## config.mk

```make
export PLATFORM = sky130hd
export DESIGN_NAME = arp_responder_with_cache
export DESIGN_NICKNAME = d
export VERILOG_FILES = /design/src/hw/rtl/arpc_pkg.sv /design/src/hw/rtl/arpc_front.sv /design/src/hw/rtl/arpc_queue.sv /design/src/hw/rtl/arpc_back.sv /design/src/hw/rtl/arp_responder_with_cache.sv
export SDC_FILE = /design/constraint.sdc
export NUM_CORES = 2
export LEC_CHECK = 0
export BUFFER_PORTS_ARGS = -buffer_cell sky130_fd_sc_hd__buf_2
export CORE_MARGIN = 5
export CORE_UTILIZATION = 48
export CTS_CLUSTER_DIAMETER = 50
export CTS_CLUSTER_SIZE = 8
export DETAILED_ROUTE_END_ITERATION = 8
export PLACE_DENSITY = 0.71
export SETUP_SLACK_MARGIN = 0.3
export SLEW_MARGIN = 10
export SYNTH_ARGS = -nofsm -noshare
export SYNTH_HDL_FRONTEND = slang
export SYNTH_SLANG_ARGS = --single-unit
```

## constraint.sdc

```tcl
create_clock -name clk -period 5.7 [get_ports clk]
set_clock_uncertainty 0.05 [all_clocks]
set_input_delay 0.285 -clock clk [delete_from_list [all_inputs] [get_ports clk]]
set_output_delay 0.285 -clock clk [all_outputs]
set_load 0.02 [all_outputs]
```

## src/hw/rtl/arpc_pkg.sv

```systemverilog
// Package for the ARP responder with neighbor cache.
// Shared types, codes and constants; no dependencies.
`timescale 1ns / 1ps
package arpc_pkg;

  localparam logic [1:0] REQ_FRAME  = 2'd0;
  localparam logic [1:0] REQ_LOOKUP = 2'd1;
  localparam logic [1:0] REQ_SEND   = 2'd2;

  localparam logic [3:0] K_MISS       = 4'd0;
  localparam logic [3:0] K_HIT        = 4'd1;
  localparam logic [3:0] K_SEND_REQ   = 4'd2;
  localparam logic [3:0] K_SEND_REPLY = 4'd3;
  localparam logic [3:0] K_LEARNED    = 4'd4;
  localparam logic [3:0] K_SHORT      = 4'd5;
  localparam logic [3:0] K_BAD        = 4'd6;
  localparam logic [3:0] K_IGNORED    = 4'd7;
  localparam logic [3:0] K_NODEV      = 4'd8;

  localparam logic [15:0] HTYPE_ETHER     = 16'h0001;
  localparam logic [15:0] ETH_P_IP        = 16'h0800;
  localparam logic [15:0] OPER_REQUEST    = 16'd1;
  localparam logic [15:0] OPER_REPLY      = 16'd2;
  localparam logic [10:0] MIN_ARP_LEN     = 11'd28;
  localparam logic [47:0] MAC_BCAST       = 48'hFFFF_FFFF_FFFF;

  localparam logic [1:0] ADDR_OWN_MAC = 2'd0;
  localparam logic [1:0] ADDR_OWN_IP  = 2'd1;
  localparam logic [1:0] ADDR_DEV     = 2'd2;

  // work the back end must do for a queued item
  typedef enum logic [1:0] {
    OP_DONE,    // result fully decided by the front end
    OP_LEARN,   // learn sender, then learned result
    OP_LEARN_Q, // learn sender, then reply if for us
    OP_LOOKUP
  } op_t;

  typedef struct packed {
    op_t         op;
    logic [3:0]  kind;
    logic        for_us;
    logic [47:0] mac;
    logic [31:0] sip;
    logic [31:0] tip;
  } cmd_t;

  typedef enum logic [1:0] {
    B_IDLE,
    B_SCAN,
    B_WRITE,
    B_OUT
  } bstate_t;

endpackage

```

## src/hw/rtl/arpc_front.sv

```systemverilog
// Front end: accepts items and classifies them into back-end commands.
// Uses arpc_pkg; feeds arpc_queue.
`timescale 1ns / 1ps
module arpc_front
  import arpc_pkg::*;
(
  input  logic        in_valid,
  output logic        in_ready,
  input  logic [1:0]  req_type,
  input  logic [10:0] payload_len,
  input  logic [15:0] hw_type,
  input  logic [15:0] proto_type,
  input  logic [7:0]  hw_len,
  input  logic [7:0]  proto_len,
  input  logic [15:0] opcode,
  input  logic [47:0] sender_mac,
  input  logic [31:0] sender_ip,
  input  logic [31:0] query_ip,
  input  logic [31:0] own_ip,
  input  logic        device_present,
  output logic        cmd_valid,
  input  logic        cmd_ready,
  output cmd_t        cmd
);

  cmd_t c;

  assign in_ready  = cmd_ready;
  assign cmd_valid = in_valid;
  assign cmd       = c;

  always_comb begin
    c = '0;
    c.op   = OP_DONE;
    c.mac  = sender_mac;
    c.sip  = sender_ip;
    c.tip  = query_ip;
    c.for_us = (query_ip == own_ip) && (own_ip[31:24] != 8'd0);
    unique case (req_type)
      REQ_FRAME: begin
        if (payload_len < MIN_ARP_LEN) c.kind = K_SHORT;
        else if (hw_type != HTYPE_ETHER || proto_type != ETH_P_IP ||
                 hw_len != 8'd6 || proto_len != 8'd4) c.kind = K_BAD;
        else if (!device_present) c.kind = K_NODEV;
        else if (opcode == OPER_REPLY) begin
          c.op = OP_LEARN; c.kind = K_LEARNED;
        end else if (opcode == OPER_REQUEST) begin
          c.op = OP_LEARN_Q; c.kind = K_LEARNED;
        end else c.kind = K_IGNORED;
      end
      REQ_LOOKUP: begin
        c.op = OP_LOOKUP; c.kind = K_MISS;
      end
      REQ_SEND: c.kind = device_present ? K_SEND_REQ : K_NODEV;
      default:  c.kind = K_IGNORED;
    endcase
  end

endmodule

```

## src/hw/rtl/arpc_queue.sv

```systemverilog
// Two-entry command queue between front and back ends.
// Uses arpc_pkg.
`timescale 1ns / 1ps
module arpc_queue
  import arpc_pkg::*;
(
  input  logic clk,
  input  logic rst,
  input  logic wr_valid,
  output logic wr_ready,
  input  cmd_t wr_data,
  output logic rd_valid,
  input  logic rd_ready,
  output cmd_t rd_data
);

  cmd_t       mem [2];
  logic       wp, rp;
  logic [1:0] count;
  logic       push, pop;

  assign wr_ready = (count != 2'd2);
  assign rd_valid = (count != 2'd0);
  assign rd_data  = mem[rp];
  assign push = wr_valid && wr_ready;
  assign pop  = rd_valid && rd_ready;

  always_ff @(posedge clk) begin
    if (push) mem[wp] <= wr_data;
    if (rst) begin
      wp <= 1'b0; rp <= 1'b0; count <= 2'd0;
    end else begin
      if (push) wp <= ~wp;
      if (pop) rp <= ~rp;
      count <= count + {1'b0, push} - {1'b0, pop};
    end
  end

endmodule

```

## src/hw/rtl/arpc_back.sv

```systemverilog
// Back end: scans the neighbor cache one entry a cycle, learns and forms results.
// Uses arpc_pkg; cache is a memory in this module with valid bits in flops.
`timescale 1ns / 1ps
module arpc_back
  import arpc_pkg::*;
#(
  parameter int ENTRIES = 16
) (
  input  logic        clk,
  input  logic        rst,
  input  logic        cmd_valid,
  output logic        cmd_ready,
  input  cmd_t        cmd,
  input  logic [47:0] own_mac,
  input  logic [31:0] own_ip,
  output logic        out_valid,
  input  logic        out_ready,
  output logic [3:0]  result_kind,
  output logic [47:0] dest_mac,
  output logic [1:0]  tx_opcode,
  output logic [47:0] tx_sender_mac,
  output logic [31:0] tx_sender_ip,
  output logic [47:0] tx_target_mac,
  output logic [31:0] tx_target_ip,
  output logic [47:0] found_mac
);

  localparam int IW = $clog2(ENTRIES);

  bstate_t state, state_next;
  cmd_t    cur;
  logic [31:0] e_ip  [ENTRIES];
  logic [47:0] e_mac [ENTRIES];
  logic [ENTRIES-1:0] e_valid;
  logic [IW:0]   idx;
  logic [IW-1:0] hit_idx, free_idx;
  logic          hit, free_seen;
  logic [31:0]   rd_ip;
  logic [47:0]   rd_mac;
  logic          rd_live;
  logic [IW-1:0] wr_idx;

  assign cmd_ready = (state == B_IDLE);
  assign out_valid = (state == B_OUT);
  assign wr_idx = hit ? hit_idx : (free_seen ? free_idx : '0);

  always_ff @(posedge clk) begin
    if (state == B_SCAN) begin
      rd_ip  <= e_ip[idx[IW-1:0]];
      rd_mac <= e_mac[idx[IW-1:0]];
    end
    if (state == B_WRITE && cur.op != OP_LOOKUP) begin
      e_mac[wr_idx] <= cur.mac;
      e_ip[wr_idx]  <= cur.sip;
    end
  end

  always_comb begin
    state_next = state;
    unique case (state)
      B_IDLE:  if (cmd_valid) state_next = (cmd.op == OP_DONE) ? B_OUT : B_SCAN;
      B_SCAN:  if (idx == IW'(0) + (IW+1)'(ENTRIES)) state_next = B_WRITE;
      B_WRITE: state_next = B_OUT;
      B_OUT:   if (out_ready) state_next = B_IDLE;
      default: state_next = B_IDLE;
    endcase
  end

  // read data is registered, so it arrives in the cycle after the scan index that addressed it
  always_ff @(posedge clk) begin
    if (rst) begin
      state <= B_IDLE; e_valid <= '0;
    end else begin
      state <= state_next;
      if (state == B_WRITE && cur.op != OP_LOOKUP) e_valid[wr_idx] <= 1'b1;
    end
    unique case (state)
      B_IDLE: begin
        cur <= cmd; idx <= '0; hit <= 1'b0; free_seen <= 1'b0;
        rd_live <= 1'b0; found_mac <= '0;
      end
      B_SCAN: begin
        rd_live <= e_valid[idx[IW-1:0]] && (idx != (IW+1)'(ENTRIES));
        if (idx != (IW+1)'(ENTRIES)) idx <= idx + 1'b1;
        if (idx != '0) begin
          if (!hit && rd_live && rd_ip == (cur.op == OP_LOOKUP ? cur.tip : cur.sip)) begin
            hit <= 1'b1; hit_idx <= IW'(idx - 1'b1); found_mac <= rd_mac;
          end
          if (!free_seen && !e_valid[IW'(idx - 1'b1)]) begin
            free_seen <= 1'b1; free_idx <= IW'(idx - 1'b1);
          end
        end
      end
      B_WRITE: begin
        if (cur.op == OP_LOOKUP) begin
          if (hit) cur.kind <= K_HIT; else found_mac <= '0;
        end else if (cur.op == OP_LEARN_Q && cur.for_us) cur.kind <= K_SEND_REPLY;
        if (cur.op != OP_LOOKUP) found_mac <= '0;
      end
      default: ;
    endcase
  end

  always_comb begin
    result_kind = cur.kind;
    dest_mac = '0; tx_opcode = 2'd0; tx_sender_mac = '0; tx_sender_ip = '0;
    tx_target_mac = '0; tx_target_ip = '0;
    if (cur.kind == K_SEND_REPLY) begin
      dest_mac = cur.mac; tx_opcode = 2'd2; tx_sender_mac = own_mac;
      tx_sender_ip = own_ip; tx_target_mac = cur.mac; tx_target_ip = cur.sip;
    end else if (cur.kind == K_SEND_REQ) begin
      dest_mac = MAC_BCAST; tx_opcode = 2'd1; tx_sender_mac = own_mac;
      tx_sender_ip = own_ip; tx_target_ip = cur.tip;
    end
  end

  a_out_hold: assert property (@(posedge clk) disable iff (rst)
    out_valid && !out_ready |=> out_valid) else $error("result dropped");
  a_lookup_clean: assert property (@(posedge clk) disable iff (rst)
    out_valid && result_kind != K_HIT |-> found_mac == '0) else $error("found_mac");
  a_no_take: assert property (@(posedge clk) disable iff (rst)
    state != B_IDLE |-> !cmd_ready) else $error("busy accept");

endmodule

```

## src/hw/rtl/arp_responder_with_cache.sv

```systemverilog
// ARP responder with neighbor cache: top level, register port and wiring.
// Uses arpc_pkg, arpc_front, arpc_queue, arpc_back.
`timescale 1ns / 1ps
// Each item goes through a two-entry queue to the back end, which scans the
// CACHE_ENTRIES-entry cache one entry per cycle through its memory read port
// for frames that learn and for lookups; items decided up front skip the scan.
// Valid bits clear at reset; no clearing pass.
// Registers: 0x00 own_mac, 0x08 own_ip, 0x10 device_present (64-bit data).
module arp_responder_with_cache
  import arpc_pkg::*;
#(
  parameter int CACHE_ENTRIES = 16
) (
  input  logic        clk,
  input  logic        rst,
  input  logic        psel,
  input  logic        penable,
  input  logic        pwrite,
  input  logic [4:0]  paddr,
  input  logic [63:0] pwdata,
  output logic [63:0] prdata,
  output logic        pready,
  input  logic        in_valid,
  output logic        in_ready,
  input  logic [1:0]  req_type,
  input  logic [10:0] payload_len,
  input  logic [15:0] hw_type,
  input  logic [15:0] proto_type,
  input  logic [7:0]  hw_len,
  input  logic [7:0]  proto_len,
  input  logic [15:0] opcode,
  input  logic [47:0] sender_mac,
  input  logic [31:0] sender_ip,
  input  logic [31:0] query_ip,
  output logic        out_valid,
  input  logic        out_ready,
  output logic [3:0]  result_kind,
  output logic [47:0] dest_mac,
  output logic [1:0]  tx_opcode,
  output logic [47:0] tx_sender_mac,
  output logic [31:0] tx_sender_ip,
  output logic [47:0] tx_target_mac,
  output logic [31:0] tx_target_ip,
  output logic [47:0] found_mac
);

  logic [47:0] own_mac;
  logic [31:0] own_ip;
  logic        device_present;
  logic        fq_valid, fq_ready, qb_valid, qb_ready;
  cmd_t        fq_cmd, qb_cmd;
  logic [1:0]  reg_idx;

  assign pready  = 1'b1;
  assign reg_idx = paddr[4:3];

  always_ff @(posedge clk) begin
    if (rst) begin
      own_mac <= '0; own_ip <= '0; device_present <= 1'b0;
    end else if (psel && penable && pwrite && paddr[2:0] == 3'd0) begin
      unique case (reg_idx)
        ADDR_OWN_MAC: own_mac <= pwdata[47:0];
        ADDR_OWN_IP:  own_ip <= pwdata[31:0];
        ADDR_DEV:     device_present <= pwdata[0];
        default: ;
      endcase
    end
  end

  always_comb begin
    prdata = '0;
    unique case (reg_idx)
      ADDR_OWN_MAC: prdata = {16'd0, own_mac};
      ADDR_OWN_IP:  prdata = {32'd0, own_ip};
      ADDR_DEV:     prdata = {63'd0, device_present};
      default:      prdata = '0;
    endcase
  end

  arpc_front u_front (
    .in_valid, .in_ready, .req_type, .payload_len, .hw_type,
    .proto_type, .hw_len, .proto_len, .opcode, .sender_mac, .sender_ip,
    .query_ip, .own_ip, .device_present,
    .cmd_valid(fq_valid), .cmd_ready(fq_ready), .cmd(fq_cmd)
  );

  arpc_queue u_queue (
    .clk, .rst, .wr_valid(fq_valid), .wr_ready(fq_ready), .wr_data(fq_cmd),
    .rd_valid(qb_valid), .rd_ready(qb_ready), .rd_data(qb_cmd)
  );

  arpc_back #(.ENTRIES(CACHE_ENTRIES)) u_back (
    .clk, .rst, .cmd_valid(qb_valid), .cmd_ready(qb_ready), .cmd(qb_cmd),
    .own_mac, .own_ip, .out_valid, .out_ready, .result_kind, .dest_mac,
    .tx_opcode, .tx_sender_mac, .tx_sender_ip, .tx_target_mac, .tx_target_ip,
    .found_mac
  );

endmodule
```

# Yosys cells after proc, flatten, opt, wreduce, memory -nomap -nowiden
# Memories as Yosys holds them, arrays and structs flattened. A register that Yosys moved wholly into a read port is not among the register bits.
# Cells that the tools add are included.
# Widths: inputs -> output; s select.
# classes
add_sub_neg,4
n_mux,63
n_bitwise,3
magnitude_cmp,5
reduce_logical,41
eq_ne,34
# ops
cell,n
$mux 48,10
$pmux 48 s3,2
$mux 32,5
$eq 32x32->1,2
$mux 4,9
$mux 2,10
$reduce_and 3->1,6
$eq 16x1->1 const B,1
$eq 16x2->1 const B,1
$ne 16x1->1 const B,1
$ne 16x12->1 const B,1
$ne 8x3->1 const B,2
$or 16x16->16,1
$lt 4x5->1 const B,3
$mux 1,14
$ne 2x2->1 const B,7
$logic_and 1x1->1,13
$eq 2x2->1 const B,6
$pmux 4 s3,1
$lt 11x5->1 const B,1
$pmux 5 s2,1
$ne 3x3->1 const B,3
$bmux 1 s4,2
$eq 4x2->1 const B,2
other kinds (28),46
# word_totals
in_bits,265
ram_bits,1518
elab_cells,174
register_bits,286
memories,3
out_inout_bits,329
# memory_table
name,depth,word_bits,rd,rd_ports_with_merged_regs,write_ports,line,rtl
u_back.e_mac,16,48,1,1,1,arpc_back.sv:33,logic [47:0] e_mac [ENTRIES];
u_back.e_ip,16,32,1,1,1,arpc_back.sv:32,logic [31:0] e_ip [ENTRIES];
u_queue.mem,2,119,1,1,1,arpc_queue.sv:17,cmd_t mem [2];

# Logic depth before layout (Yosys ltp)
# depth
ltp_word,8
mapped_depth,11
ltp_nobuf,10

# Cells and area by module
# A second synthesis with hierarchy kept.
# hier_totals
cells_unflattened,3724
area_unflattened_um2,74750.4
# by_module_without_submodules
module,area_per_inst_um2,cells_each,n_inst
arpc_back,60133.9,2686,1
arpc_queue,8839.7,399,1
arp_responder_with_cache,4169.0,430,1
arpc_front,1607.8,209,1

# Worst setup path before layout
# Ideal clock, no wire load.
# synth_path
kind,reg2reg
from,reg u_queue.count[0]
to,mem u_queue.mem[0][0] in the netlist's numbering (enable)
arrival_time_ps,5634
path_stages_with_launch,5
period_less_slack_ps,6283
setup_time_ps,598
n_path_buf,0
path_slack_ps,-583
path_cell_list,dfxtp_1 -> inv_1 -> nand2_1 -> nand2_1 -> nor2_1
# synth_via
elab_chain_cells,4
# synth_rtl
item,line,rtl
from (decl),arpc_queue.sv:19,logic [1:0] count;
from (signal assigned),arpc_queue.sv:35,"count <= count + {1'b0, push} - {1'b0, pop};"
$ne 2x2->1,arpc_queue.sv:22,assign wr_ready = (count != 2'd2);
via in_ready,arp_responder_with_cache.sv:24,"output logic in_ready,"
$logic_and 1x1->1,arpc_queue.sv:25,assign push = wr_valid && wr_ready;
$mux 1,arpc_queue.sv:29,if (push) mem[wp] <= wr_data;
$mux 1 (not written as such),arpc_queue.sv:29,
to (decl),arpc_queue.sv:17,
# The timed path passes the listed nets, and every way through them passes these cells.

# Worst setup path in the final report
# layout_path
from,reg u_back.cur[117] in the netlist's numbering
to,reg u_back.hit_idx[2] (enable)
# layout_via
elab_chain_cells,5
# layout_rtl
item,line,rtl
from (decl),arpc_back.sv:31,cmd_t cur;
$eq 2x2->1,arpc_back.sv:86,if (!hit && rd_live && rd_ip == (cur.op == OP_LOOKUP ? cur.tip : cur.sip)) begin
$mux 32,arpc_back.sv:86,
$eq 32x32->1,arpc_back.sv:86,
$logic_and 1x1->1,arpc_back.sv:86,
$reduce_and 3->1 (no source line),--,
to (signal assigned),arpc_back.sv:87,hit <= 1'b1; hit_idx <= IW'(idx - 1'b1); found_mac <= rd_mac;
to (decl),arpc_back.sv:36,"logic [IW-1:0] hit_idx, free_idx;"
# No other way between the ends.
# A chain may end at the register's enable or synchronous reset.

==> flow_summary.json <==
{
  "row_count": 143,
  "synthMuxAreaShare": 0.155,
  "hold_class": "in2reg",
  "drt-pass1-iter-count": 5,
  "antenna_found_initial": 11,
  "ys_async_sr_fraction": 0,
  "synth-xor-area-share": 0.00717,
  "syn_avg_cell_area_um2": 19.9,
  "portBuffers": 558,
  "ys.flop_type": "edfxtp_1",
  "slew_violations": 0,
  "worst_ep_arrival_time_ps": 4420,
  "synth_simple_gate_area_frac": 0.0477,
  "period_needed_ps": 3970,
  "dp_hpwl_um": 110000,
  "layout.cells.non_filler": 6682,
  "synthDominantCellAreaShare": 0.730,
  "drive_gt1_frac": 0.335,
  "post-route-period-util": 0.697,
  "die_area_mm2": 0.161,
  "tightest_slew_ps": 1150,
  "synth_compound_area_frac": 0.0150,
  "dp_worst_setup_slack_ps": 1740,
  "peakVddDrop_mv": 0.628,
  "reg2reg_slack_ps": 1730,
  "clock_power_share": 0.331,
  "cts_buffers": 292,
  "clock.fmax_ghz": 0.252,
  "die_x_um": 401,
  "synth_seq_cells": 1885,
  "cts-root-buf": "clkbuf_16",
  "track_usage": 0.239,
  "worst_slack_ps": 1730,
  "worst-path-max-fanout": 31,
  "start_kind": "flip-flop",
  "yosysUniqueCellTypes": 71,
  "first_iter_violations": 3776,
  "synth.area.top_cells": "edfxtp_1 (73%), mux4_2 (13%), dfxtp_1 (2.8%), mux2_2 (1.8%), mux2i_1 (1.2%)",
  "totalWireLength_um": 194000,
  "setup.worst_path.end_class": "flip-flop",
  "combPwrFrac": 0.210,
  "max_slew_margin": 0.228,
  "insertion_delay_ps": 890,
  "p_sw_mw": 13.2,
  "cp.required_ps": 6150,
  "grt_pass1_vias": 41605,
  "detail_route.vias_per_cell": 5.90,
  "sw_frac_of_total": 0.290,
  "p_leak_nw": 30.9,
  "whs_ps": 43.8,
  "synth-seq-area-share": 0.759,
  "status": "finished clean",
  "utilization": 0.583,
  "finalSetupTns_ps": 0,
  "finalHoldViolCount": 0,
  "clkTransAtPathRegs_ps": 50,
  "vias": 39456,
  "synth_edf_count": 1781,
  "drc_errors": 0,
  "rsz0062_at_grt": "false",
  "cts_tree": "done",
  "die_height_um": 401,
  "htreeDepth": 5,
  "path_class": "reg2reg",
  "netlist_area_mm2": 0.0733,
  "mostFrequentLayoutCell": "edfxtp_1",
  "internal_power_mw": 32.3,
  "cap_violations": 0,
  "initial_core_util": 0.482,
  "grt_max_degree": 159,
  "drtAntennaViolNets": 0,
  "synthCells": 3677,
  "synth_fa_ha_area_frac": 0.00239,
  "synth.largest_area_cell": "edfxtp_1",
  "dp_cells": 6134,
  "final_nets": 4859,
  "cts.sinks": 1885,
  "mostFrequentLayoutCells": "edfxtp_1 (1781), buf_2 (557), mux4_2 (408)",
  "wl_per_cell_um": 29.0,
  "gr-total-overflow": 0,
  "cts_buffer_depth": 4,
  "place.gp.congestion": 0.939,
  "area_growth_syn_to_layout_pct": 20.8,
  "powerDensity_mw_per_mm2": 514,
  "synth_top_family_by_area": "multiplexers",
  "yosysWarnings": 0,
  "io_pins": 594,
  "grt_pass1_wl_um": 281000,
  "p_seq_frac": 0.459,
  "core_area_mm2": 0.152,
  "finalSetupViolations": 0
}
worst max-delay path, cell delays in order, from the launching register on:
cell and delay [ps]:
edfxtp_1 580, nand2_2 670, mux2i_1 300, a221o_1 400, or4_1 420, or4_1 620, nor4_2 580
power groups by stage:
| stage | Combinational [mW] | Sequential (mW) | Clock [mW] |
|---|---|---|---|
| 2_1_floorplan | 6.58 | 20.1 | 0 |
| 3_3_place_gp | 9.43 | 21.0 | 0 |
| 3_5_place_dp | 9.50 | 21.1 | 0 |
| 4_1_cts | 9.68 | 20.9 | 15.3 |
| 5_1_grt | 10.2 | 21.1 | 16.0 |
| 6_report | 9.54 | 20.9 | 15.1 |
cells by family (layout without fill, tap and decap cells):
family,after synthesis,count (layout)
muxes,608,608
other,2,19
AOI/OAI and AO/OA,179,179
adders and majority gates,14,14
DFF,1885,1885
buffers and inverters,254,1212
and+or+nand+nor,675,675
xor gates and xnor gates,60,60
synthesized netlist by cell type, types with 34 or more instances:
| library cell | n |
|---|---|
| buf_1 | 35 |
| nor2_1 | 119 |
| and2_1 | 71 |
| dfxtp_1 | 104 |
| xor2_1 | 42 |
| edfxtp_1 | 1781 |
| or2_2 | 50 |
| mux2i_1 | 85 |
| inv_1 | 34 |
| mux4_2 | 408 |
| and3_1 | 134 |
| clkbuf_1 | 160 |
| mux2_2 | 115 |
| nand2_1 | 185 |
| a21oi_1 | 99 |
path summary, 6_finish.rpt:
kind / start / endpoint / cells past startpoint
worst max-delay path: u_back.cur[117] / u_back.hit_idx[2] / 6
worst min register to register: own_mac[13] / own_mac[13] / 2
worst min-delay path: opcode[1] / u_queue.mem[1][117] / 3
worst max register to register: u_back.cur[117] / u_back.hit_idx[2] / 6
layout make-up:
cell class | count | area, um2
Antenna cell | 2 | 5.00
Clock buffer | 347 | 7760
Clock inverter | 17 | 205
Fill cell | 10860 | 63400
Inverter | 34 | 128
Multi-Input combinational cell | 1553 | 16900
Sequential cell | 1885 | 55600
Tap cell | 2030 | 2540
Timing Repair Buffer | 814 | 5420
metrics by stage:
step	total power, mW	area, um2
floorplan	26.7	73300
global placement	30.4	78700
detailed placement	30.6	78700
CTS	45.9	88500
global route	47.3	88500
finish	45.5	88500
per-layer routing:
layer  vias up  GRT usage  wire, um  share of wire
met5         -          0         7       0.000036
met4         2     0.0910      7180          0.037
met3       372     0.0546     16000          0.083
met1     20513      0.305     72400           0.37
li1      16518          -         -              -
met2      2051      0.402     98000           0.51
flip-flops by register name, summed over array words and instances (netlist names), named ones only:
signal              flops
u_back.cur            115
u_back.hit_idx          4
own_mac                48
u_queue.count           2
u_back.hit              1
u_back.idx              5
u_back.found_mac       48
u_queue.mem           238
u_queue.wp              1
u_back.rd_ip           32
u_back.free_seen        1
device_present          1
u_back.free_idx         4
u_back.rd_mac          48
u_back.result_kind      4
u_back.rd_live          1
own_ip                 32
u_back.state            2
u_back.e_valid         16
u_back.e_mac          768
u_back.e_ip           512
u_queue.rp              1
repair_timing:
item	in CTS	in global routing
hold buffers	182	0
gates resized for setup	0	0
endpoints found under the hold margin	340	0
setup buffers	0	0
endpoints found under the setup margin	0	0
(Power assumes the default switching activity.)
